**config.mk**
```make
export PLATFORM = sky130hd
export DESIGN_NAME = bba_ram
export DESIGN_NICKNAME = d
export VERILOG_FILES = /design/src/hw/rtl/bba_ram.sv
export SDC_FILE = /design/constraint.sdc
export NUM_CORES = 1
export LEC_CHECK = 0
export BUFFER_PORTS_ARGS = -buffer_cell sky130_fd_sc_hd__buf_2
export CORE_UTILIZATION = 40
export CTS_BUF_LIST = sky130_fd_sc_hd__clkbuf_8
export CTS_CLUSTER_DIAMETER = 200
export DETAILED_ROUTE_END_ITERATION = 16
export PLACE_DENSITY = 0.65
export SLEW_MARGIN = 10
export SYNTH_ARGS = -nofsm -noshare
export SYNTH_HDL_FRONTEND = slang
export SYNTH_SLANG_ARGS = --single-unit
```
**constraint.sdc**
```tcl
create_clock -name aclk -period 5.8 [get_ports aclk]
set_input_delay 1.16 -clock aclk [delete_from_list [all_inputs] [get_ports aclk]]
set_output_delay 1.16 -clock aclk [all_outputs]
set_load 0.02 [all_outputs]
```
**src/hw/rtl/bba_ram.sv**
```systemverilog
// ----------------------------------------------------------------------------
// Generic RAM
// One write port, one read port, registered read data.
// ----------------------------------------------------------------------------
module bba_ram #(
    parameter int WIDTH = 8,
    parameter int DEPTH = 16
) (
    input  logic                     aclk,
    input  logic                     we,
    input  logic [$clog2(DEPTH)-1:0] waddr,
    input  logic [WIDTH-1:0]         wdata,
    input  logic [$clog2(DEPTH)-1:0] raddr,
    output logic [WIDTH-1:0]         rdata
);

    logic [WIDTH-1:0] mem [DEPTH];
    logic [WIDTH-1:0] rdata_reg;

    always_ff @(posedge aclk) begin
        if (we) begin
            mem[waddr] <= wdata;
        end
        rdata_reg <= mem[raddr];
    end

    assign rdata = rdata_reg;

endmodule

```
# After elaboration in Yosys (flattened, before gate mapping)
# Memory sizes are Yosys's and may differ from the RTL's. A register that Yosys moved wholly into a read port is not among the register bits.
# Cells that the tools add are included.
[totals]
word_cells = 3
ff_bits = 0
mem_bits_rw = 128
mem_count = 1
[mem_list]
columns = ["name", "depth", "word_bits", "rd", "rd_ports_with_merged_regs", "wr", "line_no", "source"]
rows = [
  ["mem", 16, 8, 1, 1, 1, "17", "logic [WIDTH-1:0] mem [DEPTH];"],
]
[classes]
muxes = 2
[ops]
columns = ["cell", "n"]
rows = [
  ["two-way mux 1 bit", 2],
]

# Longest topological paths before layout
# Gate-level depths: netlist (run 1).
[depth]
word_depth = 2
depth_mapped = 5

# Worst setup path after synthesis (run 1)
# OpenSTA, ideal clock, no wires.
[synth_path]
path_type = "input-to-reg"
startpoint = "input port waddr[2]"
endpoint = "memory mem[0][0] (enable)"
arrival_time_ps = 2270
path_slack_ps = 3147
path_stages = 2
required_time_ps = 5417
cell_sequence = "or3b_2 nor3_1"
[synth_lines]
columns = ["element", "line_no", "source"]
rows = [
  ["start: declaration", "11", "input logic [$clog2(DEPTH)-1:0] waddr,"],
  ["end: declaration", "17", ""],
]
# Straight into the memory's write port.

==> impl_results.md, run 1 <==
* Status: completed
* MaxCap Viol Count at 0
* Die ar. at 13330 µm²
* Hold Vio Cnt, Final at 0
* Largest net degree at the start of global routing at 33
* Syn-to-layout area delta at 13.49%
* Overflow after GRT at 0
* Synthesized area at 5147 µm²
* Clk Latency, worst-skew pair at 0.43 ns
* Fin. max-slew vios at 0
* Final hold slack at just under 0.7 ns
* Non-filler cells, final at 451
* Global-route wire length before repair at 14420 µm
* Total Power at 1.998 mW
* Resized Gates After CTS at 0
* Most frequent cells after synthesis: 128 x edfxtp_1, 18 x mux4_2, 16 x a22oi_1, 14 x mux4_1, 13 x nor2_1
* Drt pass-1 iters at 4
* GR Util met2 at between 20% and 30%
* Total CTS buffers at 17
* Initial antenna violation count at 0
* CP max FO at 32
* Die W at 115.4 µm
* Lkg Pwr at between 1.5 and 2 nW
* Row count at approximately 40
* Share of cells above drive strength 1 at 28.32%
* GRT Overall Usage at 15.80%
* DRC at 0
* Vias in the first global route at around 2500
* Nets at 284
* Post-DP HPWL at about 6000 µm
* Netlist cell types at 19
* RSZ-0062 raised after global routing: no
* CTS H-Tree Depth at 4
* Synthesized Nets at ~250
* Core footprint at 12570 µm²
* FF-to-FF path depth at 3
* Post-CTS Setup Repair Bufs at 0
* Power Internal at 1.564 mW
* Ys Warns at 0
* Initial DRC count at 136
* Starting Density at 40.96%
* Fraction of registers with async set/reset at 0%
* Max Fclk at 371.3 MHz
* Ranking of synthesized cells by area: edfxtp_1 75%, mux4_2 7.9%, mux4_1 7.1%, dfxtp_1 3.1%, a22oi_1 2.3%
* Max reg flops at about 130
* CTS Sinks at 136
* PwrDens at 342.0 nW/µm²
* I/O Buffers at 25
* GR peak layer: met2
* Critical Path Start Type: input port
* Min-Delay Endpoint: rdata[2]
* Slew HR at 29.64%
* Tmin final at 2.693 ns
* Ant. Diodes at 0
* TritonCTS clock tree: done
* Worst min path class: reg -> reg
* Max VDD drop at 0.0001666 V
* Clock root buffer: clkbuf_8
* Hold_sp: mem[13][2]
* Max clock buf depth at 2
* Number of flops mapped to enable cells by yosys at 128
* Reg power frac at about 55%
* Flop-to-flop setup slack at about 4.4 ns
* I/O Pins at 26
* Net Sw Power at 0.4341 mW
* Final setup skew at 0.008377 ns
* FF+latch area at 4004 µm²
* Routed via count at 2363
* Sequential share of the synthesized area at 77.78%
* Worst Tran Pin Value at 1.055 ns
* Die H at approximately 120 µm
* Post-Route WL at 9529 µm
* Setup TNS at 0 ns
* Net Sw Frac at 21.73%
* Clock slew at the register clock pins of the worst setup and hold paths at approximately 0.08 ns
* Main synth FF type: edfxtp_1
* Met1 Usage GRT at 21.91%
* Reg-to-Reg Start: mem[11][7]
* Clk pwr share at between 30% and 40%
* Reg2reg end: rdata[7]
* CP required at 6.12 ns
* Area leader, netlist: edfxtp_1
* Synthesized area per cell at 22.48 µm²
* WP data arrival at 3.01 ns
* WS Path Type: in -> reg
* Post-DRT Antenna Nets at 0
* Final Worst Setup Slack at approximately 3.1 ns
* Yosys reg bits at 136
* Cells after synthesis at 229
* WHS Path Cells at 3
* Period utilization at a little under half
* Post-CTS Hold Buffers at 0
* Synth top area share at 74.67%
* Drt wl/cell at 21.13 µm
* CP endpoint kind: register
* Combinational fraction of design power at around 5%
* Placed cells at 419
* Placer Congestion at 0.7962
* M3 GR Usage at 3.975%
* Count leader, synth: edfxtp_1
* Multi-input logic area at 1062 µm²
* Filler cell count at 1025
* Vias per inst at 5.239
* Final Setup Violations at 0
* Setup slack at placement at around 2.6 ns
==> per-layer routing <==
metal  up-vias  wire, µm
met5         -         0
met4         0       115
met3        14       524
met2        75      4574
met1      1222      4313
li1       1052         -
==> cells by family (layout without fill, tap and decap cells) <==
family	Yosys count	count (layout)	share of synthesized area (%)
flip-flops	136	136	77.78
AND/OR/NAND/NOR	35	35	3.184
multiplexers	32	32	15.02
AO/OA/AOI/OAI	16	16	2.334
buffers and inverters	10	60	1.677
==> worst max-delay path, cell delays in order <==
cell and delay, ns:
buf_2 0.78, mux4_1 0.69, a22oi_1 0.27, nand2_1 0.08
==> layout by cell type, fill, tap and decap left out <==
cell type,synthesis,final
edfxtp_1,128,128
buf_2,3,25
mux4_2,18,18
clkbuf_8,0,17
a22oi_1,16,16
mux4_1,14,14
nor2_1,13,13
nand2_1,9,9
dfxtp_1,8,8
clkinv_4,0,4
nor3_1,4,3
clkinvlp_4,0,3
bufinv_16,0,3
buf_4,1,3
nand3b_1,2,2
nand2b_1,2,2
clkinv_2,0,2
inv_6,0,2
nor2b_1,1,1
and2_1,1,1
and2b_1,1,1
nand3_1,1,1
or3b_2,1,1
nor3_2,0,1
inv_1,0,1
==> cell type report <==
cell class / instances / area share, %
clock buffer: 17 / 4.005
multi-input combinational: 83 / 18.18
timing repair buffer: 28 / 2.527
tap: 172 / 3.684
clock inverter: 15 / 3.063
sequential: 136 / 68.54
==> through the flow <==
| step | instance area, µm² | util (%) |
|---|---|---|
| floorplan | 5147 | - |
| global placement | 5424 | 43.16 |
| detailed placement | 5424 | 43.16 |
| CTS | 5837 | 46.44 |
| global route | 5842 | 46.48 |
| finish | 5842 | 46.48 |
==> how the worst max path moves through the flow <==
stage	slack (ns)	to	depth (start not counted)	from
floorplan	3.15	mem[0][0]	2	waddr[2]
global placement	2.61	rdata[2]	4	raddr[0]
detailed placement	2.61	rdata[2]	4	raddr[0]
CTS	3.09	rdata[2]	4	raddr[0]
global route	2.98	rdata[2]	4	raddr[0]
finish	3.11	rdata[2]	4	raddr[0]
==> power groups by stage <==
stage / combinational (mW) / sequential [mW] / clock [mW]
CTS: 0.104 / 1.10 / 0.804
finish: 0.102 / 1.10 / 0.791
floorplan: 0.0558 / 1.13 / 0
global placement: 0.101 / 1.13 / 0
detailed placement: 0.104 / 1.13 / 0
global route: 0.111 / 1.11 / 0.843
Note: power is estimated with default switching activity, not from simulation.
==> run 2: changes to the inputs <==
- clock period: 5.8 -> 2.6 ns (I/O delays scaled with it)
==> run 2 against run 1 <==
- sequential share of layout area shrank 1.5 points
- hold slack lost 0.20 ns
- non-clock buffer count grew 15
- die area is the same
- setup slack lost 2.3 ns
- core utilization grew 1.1 points
- clock skew grew 0.0060 ns
- critical path depth shrank 1
- sequential cell count is the same
- first-iteration DRC count grew 10%
- critical path type unchanged
==> impl_results.md, run 2 (synthesis gave the netlist of run 1 again) <==
* Status: completed
* Post-CTS Hold Buffers at 0 (unchanged)
* Syn-to-layout area delta at 16.07%
* Resized Gates After CTS at 0 (unchanged)
* Tmin final at 1.776 ns
* PwrDens at 749.7 nW/µm² (+120%)
* I/O Pins at 26 (unchanged)
* Most frequent cells in the layout: 128 x edfxtp_1, 25 x buf_2, 18 x mux4_2
* Post-place instance area at 5562 µm² (+2.5%)
* Die H at 115.4 µm (unchanged)
* Total CTS buffers at 17 (unchanged)
* Starting Density at 40.96% (unchanged)
* M3 GR Usage at 4.603% (+0.63 points)
* Global-route wire length before repair at 15190 µm (+5.3%)
* Die ar. at 13330 µm² (unchanged)
* Slew HR at 43.61% (+14 points)
* Worst path max stage delay at 0.67 ns (-0.11 ns)
* Hold Vio Cnt, Final at 0 (unchanged)
* Period utilization at 68.32%
* Lkg Pwr at 2.002 nW (+4.6%)
* Placer Congestion at 0.7330 (-7.9%)
* Post-Route WL at 9821 µm (+3.1%)
* Clk Latency, worst-skew pair at 0.43 ns (about the same)
* CP endpoint: mem[1][6]
* CP required at 2.65 ns (-3.47 ns)
* Max Fclk at around 560 MHz
* Initial antenna violation count at 0 (unchanged)
* Clock slew at the register clock pins of the worst setup and hold paths at 0.07 ns (about the same)
* Critical Path Start Type: input port
* CP top delay family: simple AND/OR/NAND/NOR gates
* Vias per inst at 5.150 (-1.7%)
* Drt wl/cell at 21.08 µm (-0.25%)
* Final hold slack at 0.4754 ns (-0.2017 ns)
* Slowest CP cell: nor2_1
* Share of cells above drive strength 1 at 31.63% (+3.3 points)
* WS Path Type: in -> reg
* Reg2reg end: rdata[1]
* CTS Sinks at 136 (unchanged)
* GR peak layer: met2
* Max clock buf depth at 2 (unchanged)
* Die W at 115.4 µm (unchanged)
* Final setup skew at 0.01433 ns (+0.005950 ns)
* WP data arrival at 1.82 ns (-1.19 ns)
* Crit-path cells: buf_2 -> or3b_2 -> nor2_1
* Worst Tran Pin Value at 0.8428 ns (-0.2126 ns)
* Max reg flops at 128 (unchanged)
* Crit path buf inv count at 1 (unchanged)
* Commonest non-fill, non-tap cell in the layout: edfxtp_1
* Final Setup Violations at 0 (unchanged)
* Post-CTS Setup Repair Bufs at 0 (unchanged)
* Row count at 41 (unchanged)
* Ant. Diodes at 0 (unchanged)
* CP endpoint kind: register
* Setup TNS at 0 ns (unchanged)
* Nets at 299 (+5.3%)
* Routed via count at 2400 (+1.6%)
* DRC at 0 (unchanged)
* TritonCTS clock tree: done
* MaxCap Viol Count at 0 (unchanged)
* Core footprint at 12570 µm² (unchanged)
* Max VDD drop at 0.0004616 V (+180%)
* Non-filler cells, final at 466 (+3.3%)
* Overflow after GRT at 0 (unchanged)
* Critical path depth at 3 (-1)
* Worst min path class: in -> reg
* Clock root buffer: clkbuf_8
* Fin. max-slew vios at 0 (unchanged)
* Post-DRT Antenna Nets at 0 (unchanged)
* CTS H-Tree Depth at 4 (unchanged)
* Hold_sp: wdata[0]
* Drt pass-1 iters at 4 (unchanged)
* I/O Buffers at 25 (unchanged)
* Design area at 5974 µm² (+2.3%)
* GR Util met2 at 25.91% (+1.9 points)
* Total Power at 4.479 mW (+120%)
* GRT Overall Usage at 16.65% (+0.86 points)
* Initial DRC count at 150 (+10%)
* Post-DP HPWL at 6269 µm (+5.1%)
* FF-to-FF path depth at 3 (unchanged)
* Placed cells at 434 (+3.6%)
* Reg-to-Reg Start: mem[9][1]
* Met1 Usage GRT at 22.66% (+0.74 points)
* Critical path origin: waddr[2]
* RSZ-0062 raised after global routing: no
* Vias in the first global route at 2571 (+3.8%)
* Flop-to-flop setup slack at 1.17 ns (-3.26 ns)
* CP max FO at 8 (-75%)
* Largest net degree at the start of global routing at 26 (-21%)
## run 2: cell count changes in the layout (fill, tap and decap cells not counted)
cell,before,now
nor3_1,3,4
buf_4,3,16
nor3_2,1,0
buf_12,0,2
## run 2: layout make-up
cell class                      instances  area (µm²)
Sequential cell                       136        4004
Timing Repair Buffer                   43       285.3
Clock inverter                         15       178.9
Clock buffer                           17       234.0
Multi-Input combinational cell         83        1057
Tap cell                              172       215.2
Fill cell                            1036        6594
## run 2: worst reg2reg max path: stages, from the launching register on
cell and delay [ns]:
edfxtp_1 0.37, mux4_1 0.52, a22oi_1 0.33, nand2_1 0.08
## run 2: how the worst min path moves through the flow
stage / slack, ns / end / cells after the start
after floorplan: 0.62 / mem[0][0] / 0
after global placement: 0.65 / rdata[4] / 3
after detailed placement: 0.65 / rdata[2] / 3
after CTS: 0.46 / mem[6][6] / 1
after global routing: 0.46 / mem[5][0] / 1
final: 0.48 / mem[5][0] / 1
## run 2: stage by stage
| step | setup slack, ns | utilization [%] |
|---|---|---|
| after floorplan | 0.5871 | - |
| after global placement | 0.3836 | 44.25 |
| after detailed placement | 0.3811 | 44.25 |
| after CTS | 0.8350 | 47.54 |
| after global routing | 0.7855 | 47.54 |
| final | 0.8238 | 47.54 |
## run 2: power breakdown
part	leakage, nW	switching, mW	internal, mW
Sequential	1.22	0.0153	2.45
Combinational	0.575	0.144	0.0982
Clock	0.204	0.823	0.952
## run 2: routing by layer
metal | vias to the layer above | share of wire [%]
met2 | 60 | 48
met1 | 1253 | 47
li1 | 1077 | -
met4 | 0 | 1.1
met3 | 10 | 4.4
met5 | - | 0
