`config.mk`:
```
export PLATFORM = sky130hd
export DESIGN_NAME = bba_engine
export DESIGN_NICKNAME = d
export VERILOG_FILES = /design/src/hw/rtl/bba_pkg.sv /design/src/hw/rtl/bba_engine.sv
export SDC_FILE = /design/constraint.sdc
export NUM_CORES = 1
export LEC_CHECK = 0
export ABC_AREA = 1
export BUFFER_PORTS_ARGS = -buffer_cell sky130_fd_sc_hd__buf_2
export CAP_MARGIN = 20
export CORE_MARGIN = 2
export CORE_UTILIZATION = 55
export CTS_CLUSTER_DIAMETER = 100
export DETAILED_ROUTE_END_ITERATION = 10
export GPL_ROUTABILITY_DRIVEN = 0
export HOLD_SLACK_MARGIN = 0.1
export PLACE_DENSITY_LB_ADDON = 0.1
export SETUP_SLACK_MARGIN = 0.1
export SYNTH_ARGS = -nofsm -noshare
export SYNTH_HDL_FRONTEND = slang
export SYNTH_SLANG_ARGS = --single-unit
```
`constraint.sdc`:
```
create_clock -name aclk -period 5.2 [get_ports aclk]
set_clock_uncertainty 0.2 [all_clocks]
set_input_delay 0.26 -clock aclk [delete_from_list [all_inputs] [get_ports aclk]]
set_output_delay 0.26 -clock aclk [all_outputs]
set_load 0.01 [all_outputs]
```
`src/hw/rtl/bba_pkg.sv`:
```
// ----------------------------------------------------------------------------
// Buddy allocator package
// Sizes, codes, item types and tree helper functions.
// ----------------------------------------------------------------------------
package bba_pkg;

    localparam int MAX_ARENA_ORDER   = 16;
    localparam int MIN_BLOCK_ORDER   = 5;
    localparam int HEADER_BYTES      = 8;
    localparam int MIN_REQUEST_BYTES = 16;

    localparam int TREE_LEVELS = MAX_ARENA_ORDER - MIN_BLOCK_ORDER + 1;
    localparam int NODE_AW     = TREE_LEVELS;
    localparam int NODE_DEPTH  = 1 << NODE_AW;
    localparam int SLOT_AW     = MAX_ARENA_ORDER - MIN_BLOCK_ORDER;
    localparam int SLOT_DEPTH  = 1 << SLOT_AW;
    localparam int MASK_W      = TREE_LEVELS;
    localparam int ORDER_W     = 5;
    localparam int ADDR_W      = 16;
    localparam int SIZE_W      = 16;
    localparam int NEED_W      = SIZE_W + 1;

    localparam logic OP_ALLOC = 1'b0;
    localparam logic OP_FREE  = 1'b1;

    localparam logic [1:0] STATUS_OK        = 2'd0;
    localparam logic [1:0] STATUS_NO_MEM    = 2'd1;
    localparam logic [1:0] STATUS_TOO_LARGE = 2'd2;
    localparam logic [1:0] STATUS_BAD_FREE  = 2'd3;

    typedef logic [MASK_W-1:0]  mask_t;
    typedef logic [NODE_AW-1:0] node_t;
    typedef logic [SLOT_AW-1:0] slot_t;
    typedef logic [ORDER_W-1:0] order_t;
    typedef logic [ADDR_W-1:0]  addr_t;

    typedef struct packed {
        logic              opcode;
        logic [SIZE_W-1:0] request_size;
        addr_t             user_address;
    } req_t;

    typedef struct packed {
        logic [1:0] status;
        addr_t      granted_address;
        order_t     block_order;
    } resp_t;

    // Tree store port: one write and one read per cycle.
    typedef struct packed {
        logic  we;
        node_t waddr;
        mask_t wdata;
        node_t raddr;
    } tree_port_t;

    typedef struct packed {
        logic   we;
        slot_t  waddr;
        order_t wdata;
        slot_t  raddr;
    } slot_port_t;

    function automatic mask_t order_bit(order_t o);
        return mask_t'(1) << (o - order_t'(MIN_BLOCK_ORDER));
    endfunction

    // Bits for orders lo .. hi-1.
    function automatic mask_t order_span(order_t lo, order_t hi);
        logic [MASK_W:0] a;
        logic [MASK_W:0] b;
        a = (MASK_W+1)'(1) << (hi - order_t'(MIN_BLOCK_ORDER));
        b = (MASK_W+1)'(1) << (lo - order_t'(MIN_BLOCK_ORDER));
        return mask_t'(a - b);
    endfunction

    function automatic order_t request_order(logic [SIZE_W-1:0] size);
        logic [NEED_W-1:0] need;
        logic [NEED_W-1:0] v;
        order_t            k;
        need = (size < SIZE_W'(MIN_REQUEST_BYTES)) ? NEED_W'(MIN_REQUEST_BYTES)
                                                   : {1'b0, size};
        need = need + NEED_W'(HEADER_BYTES);
        v    = need - NEED_W'(1);
        k    = order_t'(MIN_BLOCK_ORDER);
        for (int i = 0; i < NEED_W; i++) begin
            if (v[i] && (i + 1) > MIN_BLOCK_ORDER) begin
                k = order_t'(i + 1);
            end
        end
        return k;
    endfunction

    function automatic order_t lowest_order(mask_t m);
        order_t o;
        o = '0;
        for (int i = MASK_W - 1; i >= 0; i--) begin
            if (m[i]) begin
                o = order_t'(i + MIN_BLOCK_ORDER);
            end
        end
        return o;
    endfunction

    function automatic order_t bound_order(logic [ORDER_W-1:0] v);
        order_t o;
        if (v < order_t'(MIN_BLOCK_ORDER)) begin
            o = order_t'(MIN_BLOCK_ORDER);
        end else if (v > order_t'(MAX_ARENA_ORDER)) begin
            o = order_t'(MAX_ARENA_ORDER);
        end else begin
            o = v;
        end
        return o;
    endfunction

    // Heap numbering: level L starts at 2^L - 1, children at 2n+1 and 2n+2.
    function automatic node_t node_index(order_t o, addr_t off);
        logic [NODE_AW:0] base;
        addr_t            q;
        base = (NODE_AW+1)'(1) << (order_t'(MAX_ARENA_ORDER) - o);
        q    = off >> o;
        return node_t'(base - (NODE_AW+1)'(1) + (NODE_AW+1)'(q));
    endfunction

    function automatic node_t left_child(node_t n);
        return node_t'({n, 1'b0} + (NODE_AW+1)'(1));
    endfunction

    function automatic node_t parent_of(node_t n);
        return node_t'((n - node_t'(1)) >> 1);
    endfunction

    function automatic node_t sibling_of(node_t n);
        return n[0] ? (n + node_t'(1)) : (n - node_t'(1));
    endfunction

    function automatic slot_t slot_of(addr_t off);
        return off[MIN_BLOCK_ORDER +: SLOT_AW];
    endfunction

endpackage

```
`src/hw/rtl/bba_engine.sv`:
```
// ----------------------------------------------------------------------------
// Buddy allocator engine
// Walks the free-order tree one level per step, splits and merges blocks and
// holds the result in an output register.
// ----------------------------------------------------------------------------
module bba_engine (
    input  logic                aclk,
    input  logic                aresetn,
    input  bba_pkg::order_t     arena_order,
    input  logic                in_fire,
    input  bba_pkg::req_t       in_item,
    output logic                idle,
    output bba_pkg::tree_port_t tree_port,
    input  bba_pkg::mask_t      tree_rdata,
    output bba_pkg::slot_port_t slot_port,
    input  bba_pkg::order_t     slot_rdata,
    output logic                m_valid,
    input  logic                m_ready,
    output bba_pkg::resp_t      m_data
);

    localparam logic [3:0] S_IDLE      = 4'd0;
    localparam logic [3:0] S_ROOT      = 4'd1;
    localparam logic [3:0] S_DESC      = 4'd2;
    localparam logic [3:0] S_FOUND     = 4'd3;
    localparam logic [3:0] S_SPLIT_L   = 4'd4;
    localparam logic [3:0] S_SPLIT_R   = 4'd5;
    localparam logic [3:0] S_UP_WR     = 4'd6;
    localparam logic [3:0] S_UP_RD     = 4'd7;
    localparam logic [3:0] S_FREE      = 4'd8;
    localparam logic [3:0] S_MERGE     = 4'd9;
    localparam logic [3:0] S_MERGE_CLR = 4'd10;
    localparam logic [3:0] S_DONE      = 4'd11;

    logic [3:0]      state_reg, state_next;
    bba_pkg::node_t  node_reg, node_next;
    bba_pkg::node_t  split_node_reg, split_node_next;
    bba_pkg::order_t split_ord_reg, split_ord_next;
    bba_pkg::addr_t  off_reg, off_next;
    bba_pkg::order_t ord_reg, ord_next;
    bba_pkg::order_t k_reg, k_next;
    bba_pkg::order_t tgt_reg, tgt_next;
    bba_pkg::mask_t  cm_reg, cm_next;
    bba_pkg::resp_t  res_reg, res_next;
    bba_pkg::resp_t  out_reg;
    logic            out_valid_reg, out_valid_next;
    logic            load;

    bba_pkg::order_t ka;
    bba_pkg::addr_t  fo;
    logic            free_bad;
    logic [bba_pkg::ADDR_W:0] fo_hi;
    bba_pkg::mask_t  avail;
    bba_pkg::order_t ord_dec;
    bba_pkg::order_t ord_inc;
    bba_pkg::order_t split_dec;
    bba_pkg::node_t  desc_child;
    bba_pkg::node_t  free_node;
    bba_pkg::node_t  up_node;

    assign ka        = bba_pkg::request_order(in_item.request_size);
    assign fo        = in_item.user_address - bba_pkg::addr_t'(bba_pkg::HEADER_BYTES);
    assign fo_hi     = {1'b0, fo} >> arena_order;
    assign free_bad  = (in_item.user_address < bba_pkg::addr_t'(bba_pkg::HEADER_BYTES))
                       || (fo[bba_pkg::MIN_BLOCK_ORDER-1:0] != '0)
                       || (fo_hi != '0);
    assign avail     = tree_rdata & ~(bba_pkg::order_bit(k_reg) - bba_pkg::mask_t'(1));
    assign ord_dec   = ord_reg - bba_pkg::order_t'(1);
    assign ord_inc   = ord_reg + bba_pkg::order_t'(1);
    assign split_dec = split_ord_reg - bba_pkg::order_t'(1);
    assign desc_child = ((tree_rdata & bba_pkg::order_bit(tgt_reg)) != '0)
                        ? bba_pkg::left_child(node_reg)
                        : bba_pkg::left_child(node_reg) + bba_pkg::node_t'(1);
    assign free_node = bba_pkg::node_index(slot_rdata, off_reg);
    assign up_node   = bba_pkg::parent_of(node_reg);

    always_comb begin
        state_next      = state_reg;
        node_next       = node_reg;
        split_node_next = split_node_reg;
        split_ord_next  = split_ord_reg;
        off_next        = off_reg;
        ord_next        = ord_reg;
        k_next          = k_reg;
        tgt_next        = tgt_reg;
        cm_next         = cm_reg;
        res_next        = res_reg;
        tree_port       = '0;
        slot_port       = '0;
        load            = 1'b0;

        unique case (state_reg)
            S_IDLE: begin
                if (in_fire) begin
                    res_next.status          = bba_pkg::STATUS_OK;
                    res_next.granted_address = '0;
                    res_next.block_order     = '0;
                    if (in_item.opcode == bba_pkg::OP_ALLOC) begin
                        if (ka > arena_order) begin
                            res_next.status = bba_pkg::STATUS_TOO_LARGE;
                            state_next      = S_DONE;
                        end else begin
                            k_next          = ka;
                            node_next       = bba_pkg::node_index(arena_order, '0);
                            ord_next        = arena_order;
                            off_next        = '0;
                            tree_port.raddr = bba_pkg::node_index(arena_order, '0);
                            state_next      = S_ROOT;
                        end
                    end else begin
                        if (free_bad) begin
                            res_next.status = bba_pkg::STATUS_BAD_FREE;
                            state_next      = S_DONE;
                        end else begin
                            off_next        = fo;
                            slot_port.raddr = bba_pkg::slot_of(fo);
                            state_next      = S_FREE;
                        end
                    end
                end
            end
            S_ROOT: begin
                if (avail == '0) begin
                    res_next.status = bba_pkg::STATUS_NO_MEM;
                    state_next      = S_DONE;
                end else begin
                    tgt_next = bba_pkg::lowest_order(avail);
                    if (bba_pkg::lowest_order(avail) == ord_reg) begin
                        state_next = S_FOUND;
                    end else begin
                        tree_port.raddr = bba_pkg::left_child(node_reg);
                        state_next      = S_DESC;
                    end
                end
            end
            S_DESC: begin
                // the target order lies in the left child unless its mask lacks it
                node_next = desc_child;
                ord_next  = ord_dec;
                if ((tree_rdata & bba_pkg::order_bit(tgt_reg)) == '0) begin
                    off_next = off_reg | (bba_pkg::addr_t'(1) << ord_dec);
                end
                if (ord_dec == tgt_reg) begin
                    state_next = S_FOUND;
                end else begin
                    tree_port.raddr = bba_pkg::left_child(desc_child);
                end
            end
            S_FOUND: begin
                slot_port.we             = 1'b1;
                slot_port.waddr          = bba_pkg::slot_of(off_reg);
                slot_port.wdata          = k_reg;
                res_next.granted_address = off_reg + bba_pkg::addr_t'(bba_pkg::HEADER_BYTES);
                res_next.block_order     = k_reg;
                cm_next                  = bba_pkg::order_span(k_reg, ord_reg);
                split_node_next          = node_reg;
                split_ord_next           = ord_reg;
                state_next               = (ord_reg == k_reg) ? S_UP_WR : S_SPLIT_L;
            end
            S_SPLIT_L: begin
                tree_port.we    = 1'b1;
                tree_port.waddr = bba_pkg::left_child(split_node_reg);
                tree_port.wdata = bba_pkg::order_span(k_reg, split_dec);
                state_next      = S_SPLIT_R;
            end
            S_SPLIT_R: begin
                // upper half becomes a free block of one order less
                tree_port.we    = 1'b1;
                tree_port.waddr = bba_pkg::left_child(split_node_reg) + bba_pkg::node_t'(1);
                tree_port.wdata = bba_pkg::order_bit(split_dec);
                split_node_next = bba_pkg::left_child(split_node_reg);
                split_ord_next  = split_dec;
                state_next      = (split_dec == k_reg) ? S_UP_WR : S_SPLIT_L;
            end
            S_UP_WR: begin
                tree_port.we    = 1'b1;
                tree_port.waddr = node_reg;
                tree_port.wdata = cm_reg;
                if (ord_reg == arena_order) begin
                    state_next = S_DONE;
                end else begin
                    tree_port.raddr = bba_pkg::sibling_of(node_reg);
                    state_next      = S_UP_RD;
                end
            end
            S_UP_RD: begin
                cm_next    = cm_reg | tree_rdata;
                node_next  = up_node;
                ord_next   = ord_inc;
                state_next = S_UP_WR;
            end
            S_FREE: begin
                if (slot_rdata == '0) begin
                    res_next.status = bba_pkg::STATUS_BAD_FREE;
                    state_next      = S_DONE;
                end else begin
                    slot_port.we         = 1'b1;
                    slot_port.waddr      = bba_pkg::slot_of(off_reg);
                    slot_port.wdata      = '0;
                    res_next.block_order = slot_rdata;
                    node_next            = free_node;
                    ord_next             = slot_rdata;
                    if (slot_rdata == arena_order) begin
                        cm_next    = bba_pkg::order_bit(slot_rdata);
                        state_next = S_UP_WR;
                    end else begin
                        tree_port.raddr = bba_pkg::sibling_of(free_node);
                        state_next      = S_MERGE;
                    end
                end
            end
            S_MERGE: begin
                if ((tree_rdata & bba_pkg::order_bit(ord_reg)) != '0) begin
                    tree_port.we    = 1'b1;
                    tree_port.waddr = bba_pkg::sibling_of(node_reg);
                    tree_port.wdata = '0;
                    state_next      = S_MERGE_CLR;
                end else begin
                    cm_next    = bba_pkg::order_bit(ord_reg);
                    state_next = S_UP_WR;
                end
            end
            S_MERGE_CLR: begin
                tree_port.we    = 1'b1;
                tree_port.waddr = node_reg;
                tree_port.wdata = '0;
                node_next       = up_node;
                ord_next        = ord_inc;
                if (ord_inc == arena_order) begin
                    cm_next    = bba_pkg::order_bit(ord_inc);
                    state_next = S_UP_WR;
                end else begin
                    tree_port.raddr = bba_pkg::sibling_of(up_node);
                    state_next      = S_MERGE;
                end
            end
            S_DONE: begin
                // hold until the output register is free
                if (!out_valid_reg || m_ready) begin
                    load       = 1'b1;
                    state_next = S_IDLE;
                end
            end
            default: begin
                state_next = S_IDLE;
            end
        endcase
    end

    always_comb begin
        if (load) begin
            out_valid_next = 1'b1;
        end else if (m_ready) begin
            out_valid_next = 1'b0;
        end else begin
            out_valid_next = out_valid_reg;
        end
    end

    always_ff @(posedge aclk) begin
        if (!aresetn) begin
            state_reg     <= S_IDLE;
            out_valid_reg <= 1'b0;
        end else begin
            state_reg     <= state_next;
            out_valid_reg <= out_valid_next;
        end
    end

    always_ff @(posedge aclk) begin
        node_reg       <= node_next;
        split_node_reg <= split_node_next;
        split_ord_reg  <= split_ord_next;
        off_reg        <= off_next;
        ord_reg        <= ord_next;
        k_reg          <= k_next;
        tgt_reg        <= tgt_next;
        cm_reg         <= cm_next;
        res_reg        <= res_next;
        if (load) begin
            out_reg <= res_reg;
        end
    end

    assign idle    = (state_reg == S_IDLE);
    assign m_valid = out_valid_reg;
    assign m_data  = out_reg;

endmodule

```
After elaboration in Yosys (flattened, before gate mapping). Cells that the tools add are included.

Output and inout bits: 90. Register bits: 122.

Muxes and demuxes: 102. $lt $le $gt $ge: 3. Add/subtract/negate cells: 33. Equality and inequality tests: 32. Bitwise logic cells: 9. Shift operators: 15. Reductions and logical operators: 30.

Operators by type and width (count): $mux 12 (22); $shl 1x5->12 const A (11); $pmux 25 s5 (1); $mux 5 (20); $mux 16 (6); $add 12x1->12 const B (7); $mux 4 (19); $pmux 12 s6 (1); $pmux 16 s2 (2); $pmux 12 s5 (1); $sub 12x1->12 const B (5); $pmux 12 s4 (1); $pmux 4 s12 (1); $mux 11 (4); $and 12x12->12 (3); $eq 5x5->1 (7); $pmux 17 s2 (1); $sub 5x3->5 const B (6); $mux 25 (1); $add 12x12->12 (2); $logic_not 12->1 (2); $ne 2x2->1 const B (12); $reduce_bool 12->1 (2); $sub 12x12->12 (2); other kinds (48) (85).

Logic depth before layout (Yosys ltp).
Word-level depth: 23. Gate-level depth with buffers: 34.

Least setup slack after synthesis. OpenSTA, ideal clock, no wires.

Kind: input to output. Start: input slot_rdata[2]. End: output tree_port[11] (netlist bit). Stages: 30. Buffers on the path: 2. Slack: 258 ps. Arrival time: 4482 ps. Path through: clkbuf_1 > buf_1 > nor3_1 > ha_1 > nand2_1 > inv_1 > nand3_1 > ha_1 > inv_1 > ha_1 > a21oi_1 > and2_1 > inv_1 > a21oi_1 > o21bai_1 > a21o_1 > a21oi_1 > xor2_1 > inv_1 > ha_1 > nand2_1 > o21ai_0 > nand2_1 > a21oi_1 > nor2_1 > xnor2_1 > xor2_1 > nor2_1 > nor2_1 > o21ai_1.

RTL lines: start: declaration (RTL line bba_engine.sv:16) `input bba_pkg::order_t slot_rdata,`; end: declaration (RTL line bba_engine.sv:13) `output bba_pkg::tree_port_t tree_port,`.

==> summary.txt <==
Status
  – Status: finished, violations left
  – Failing checks: setup timing

Synth
  – Post-synth top cells: nand2_1, inv_1, nor2_1
  – Cell variety after synth: 67
  – Post-Syn Area: roughly 0.014 mm^2
  – Syn Nets: 2196
  – Top-count cell post-synth: nand2_1
  – Synth warn: 0
  – Gate count of the mapped netlist: 2033
  – EDFF count, synth: approximately 120
  – Yosys top cell by area: edfxtp_1
  – Number of synthesized register bits: approximately 120
  – Synth Flop Type: edfxtp_1
  – Main area contributors after synthesis: edfxtp_1, nand2_1, ha_1
  – Seq/Total Area, Yosys: a little over a quarter
  – Avg Cell Area, Syn: between 6 and 7 um^2
  – Synth async-reset ratio: 0%
  – Post-synth top area share: 25.6%

Timing
  – Max Clock Freq: 190 MHz
  – Worst hold slack: 0.122 ns
  – Final worst path period need: 5.27 ns
  – RSZ-0062 raised after global routing: true
  – Fin. max-slew vios: 0
  – Least-Margin Pin Slew: 0.987 ns
  – Slew HR: 34.0%
  – Fin. Hold Viols: 0
  – Final worst slack: -0.0704 ns
  – Fin crit share: 101%
  – Final setup fails: 1

GRT
  – GRT busiest layer: met2
  – Vias in the first global route: 14600
  – Grt total ovfl: 0
  – Largest net degree at the start of global routing: 27
  – GRT Total Usage: a little over a third
  – GR Util met2: ~59%
  – Global Route met3 Usage: 5.69%
  – Initial antenna violation count: 1
  – First-pass GRT wire length: roughly 75 mm
  – Grt met1 use: 45.8%

Clock network
  – CTS H-Tree Depth: 4
  – Root Buffer: clkbuf_16
  – CTS sink cnt: 122
  – CTS tree: done
  – CTS Buf Count: 17
  – Clk slew on worst S/H paths: ~0.070 ns
  – Clock latency at the later pin of the worst-skew pair: approximately 0.44 ns
  – Clock Path Buffers: 2

Setup path
  – CP Capture Type: primary output
  – Type of the worst setup path: register to primary output
  – Max incr delay on CP: 0.43 ns
  – Slowest-stage cell, CP: edfxtp_1
  – CP startpoint kind: register
  – Max FO, Critical Path: 5
  – CP delay by family, top: compound AO/OA/AOI/OAI gates
  – Bufs and invs on worst path: 8
  – Most used cell, CP: inv_1
  – CP arrival: 4.81 ns
  – Critical Path RT: 4.74 ns

Floorplanning
  – # IOs: 149
  – Total Die Area: 0.0262 mm^2
  – Die W: 162 um
  – Core area: ~0.024 mm^2
  – Core Rows: 57
  – Initial Util: between 50% and 60%
  – DIE HEIGHT: 162 um

Power
  – Switching Fraction: 51.3%
  – Register share of total power: 20.5%
  – Pint: 4.61 mW
  – Clock power frac: 12.5%
  – Logic pwr share: 66.9%
  – Maximum vdd ir drop: 0.592 mV
  – Leakage: 7.95 nW
  – Switching pwr: between 4 and 5 mW
  – Pwr per Cell Area: ~550 mW/mm^2

Cells and area
  – Final core utilization: 70.1%
  – Share of cells above drive strength 1: 22.9%
  – Fin cells: 2630
  – Fillcell total: 2014
  – Post-route cell area: 0.0171 mm^2
  – Area grow syn2layout: 24.6%
  – Net count, final: 2455

Routing
  – Post-DRT Antenna Nets: 0
  – Pre-Repair DR Iteration Count: 9
  – Drt total wl: 49.4 mm
  – # DRC: 0
  – Routed vias/inst: between 6 and 7
  – Routed vias: 15800
  – Wire per inst: 18.8 um
  – Initial DRC Count: 2042

Placement
  – Post-Place Cells: 2502
  – Port bufs: roughly 150
  – Placed Area: ~0.015 mm^2
  – Final HPWL DP: between 30 and 40 mm

Worst hold path
  – Worst Hold Class: primary input to register

Run
  – MaxCap Viol Count: 0
[placed cells by master, fill, tap and decap left out, types with 30 or more instances in the layout]
cell type  Yosys  routed
ha_1          98      80
inv_1        311     285
nand4_1       30      30
nor3_1        55      52
nor2_1       230     216
buf_4          1     128
a21oi_1      107      92
inv_2         16      38
nand2_1      434     421
xor2_1        61      57
o21ai_0      148     116
nand3_1      103      97
buf_2         12     148
edfxtp_1     117     117
[final timing paths]
path / cells after the start / slack [ns] / endpoint / from
worst min register to register: 0 / 0.21 / m_data[6]$_DFFE_PP_ / res_reg[6]$_SDFFCE_PN0P_
worst max-delay path: 29 / -0.07 / tree_port[11] / off_reg[10]$_DFFE_PP_
worst min-delay path: 3 / 0.12 / ord_reg[4]$_DFFE_PP_ / slot_rdata[4]
worst max register to register: 34 / 0.21 / res_reg[20]$_SDFFCE_PN0P_ / off_reg[12]$_DFFE_PP_
[logic make-up (layout without fill, tap and decap cells)]
kind of cell	count (synthesis)	in the layout	synth area share, %
flops	122	122	26.4
simple gates	922	922	29.0
xor+xnor	90	90	5.86
compound gates	405	405	18.0
mux	2	2	0.146
fa+ha+maj	104	104	9.82
buf+inv	388	660	10.8
other cells	0	1	0
[through the flow]
stage	total power, mW	setup TNS (ns)	setup slack (ns)
floorplan	5.52	0	0.258
global route	10.1	-0.791	-0.365
global placement	7.10	0	0.109
finish	9.46	-0.0704	-0.0704
detailed placement	7.20	-0.00365	-0.00365
CTS	8.79	0	0.00258
[final cells by class]
type | instances | area [um^2] | area share [%]
clock inverters | 15 | 151 | 0.886
repair buffers | 297 | 1910 | 11.2
clock buffers | 17 | 425 | 2.49
multi-input cells | 1523 | 9320 | 54.6
well taps | 324 | 405 | 2.37
flip-flops and latches | 122 | 3610 | 21.1
inverters | 331 | 1250 | 7.33
diodes | 1 | 2.50 | 0.0146
[routing by layer]
layer | up-vias | routed length (um)
li1 | 7359 | -
met1 | 7153 | 19000
met2 | 1054 | 22600
met3 | 247 | 4680
met4 | 0 | 3180
met5 | - | 0
[power groups by stage]
stage                     Sequential [mW]  Clock, mW  Combinational, mW
after floorplan                      1.81          0               3.71
after global placement               1.94          0               5.17
after detailed placement             1.94          0               5.25
after CTS                            1.92       1.18               5.69
after global routing                 1.97       1.23               6.89
final                                1.94       1.19               6.33
[worst register-to-register path, delay by kind of cell, from the launching register on]
family                 cells  cell delay [ns]
buffers and inverters     30             3.59
and+or+nand+nor            4             0.47
DFF                        1             0.44
[what timing repair did]
action                                  4_1_cts  5_1_grt
endpoints found under the hold margin        24        0
pin swaps                                    30       58
resized for setup                            73      126
hold buffers                                 20        0
endpoints found under the setup margin       10       19
buffers inserted                             59       19
(Power assumes the default switching activity.)
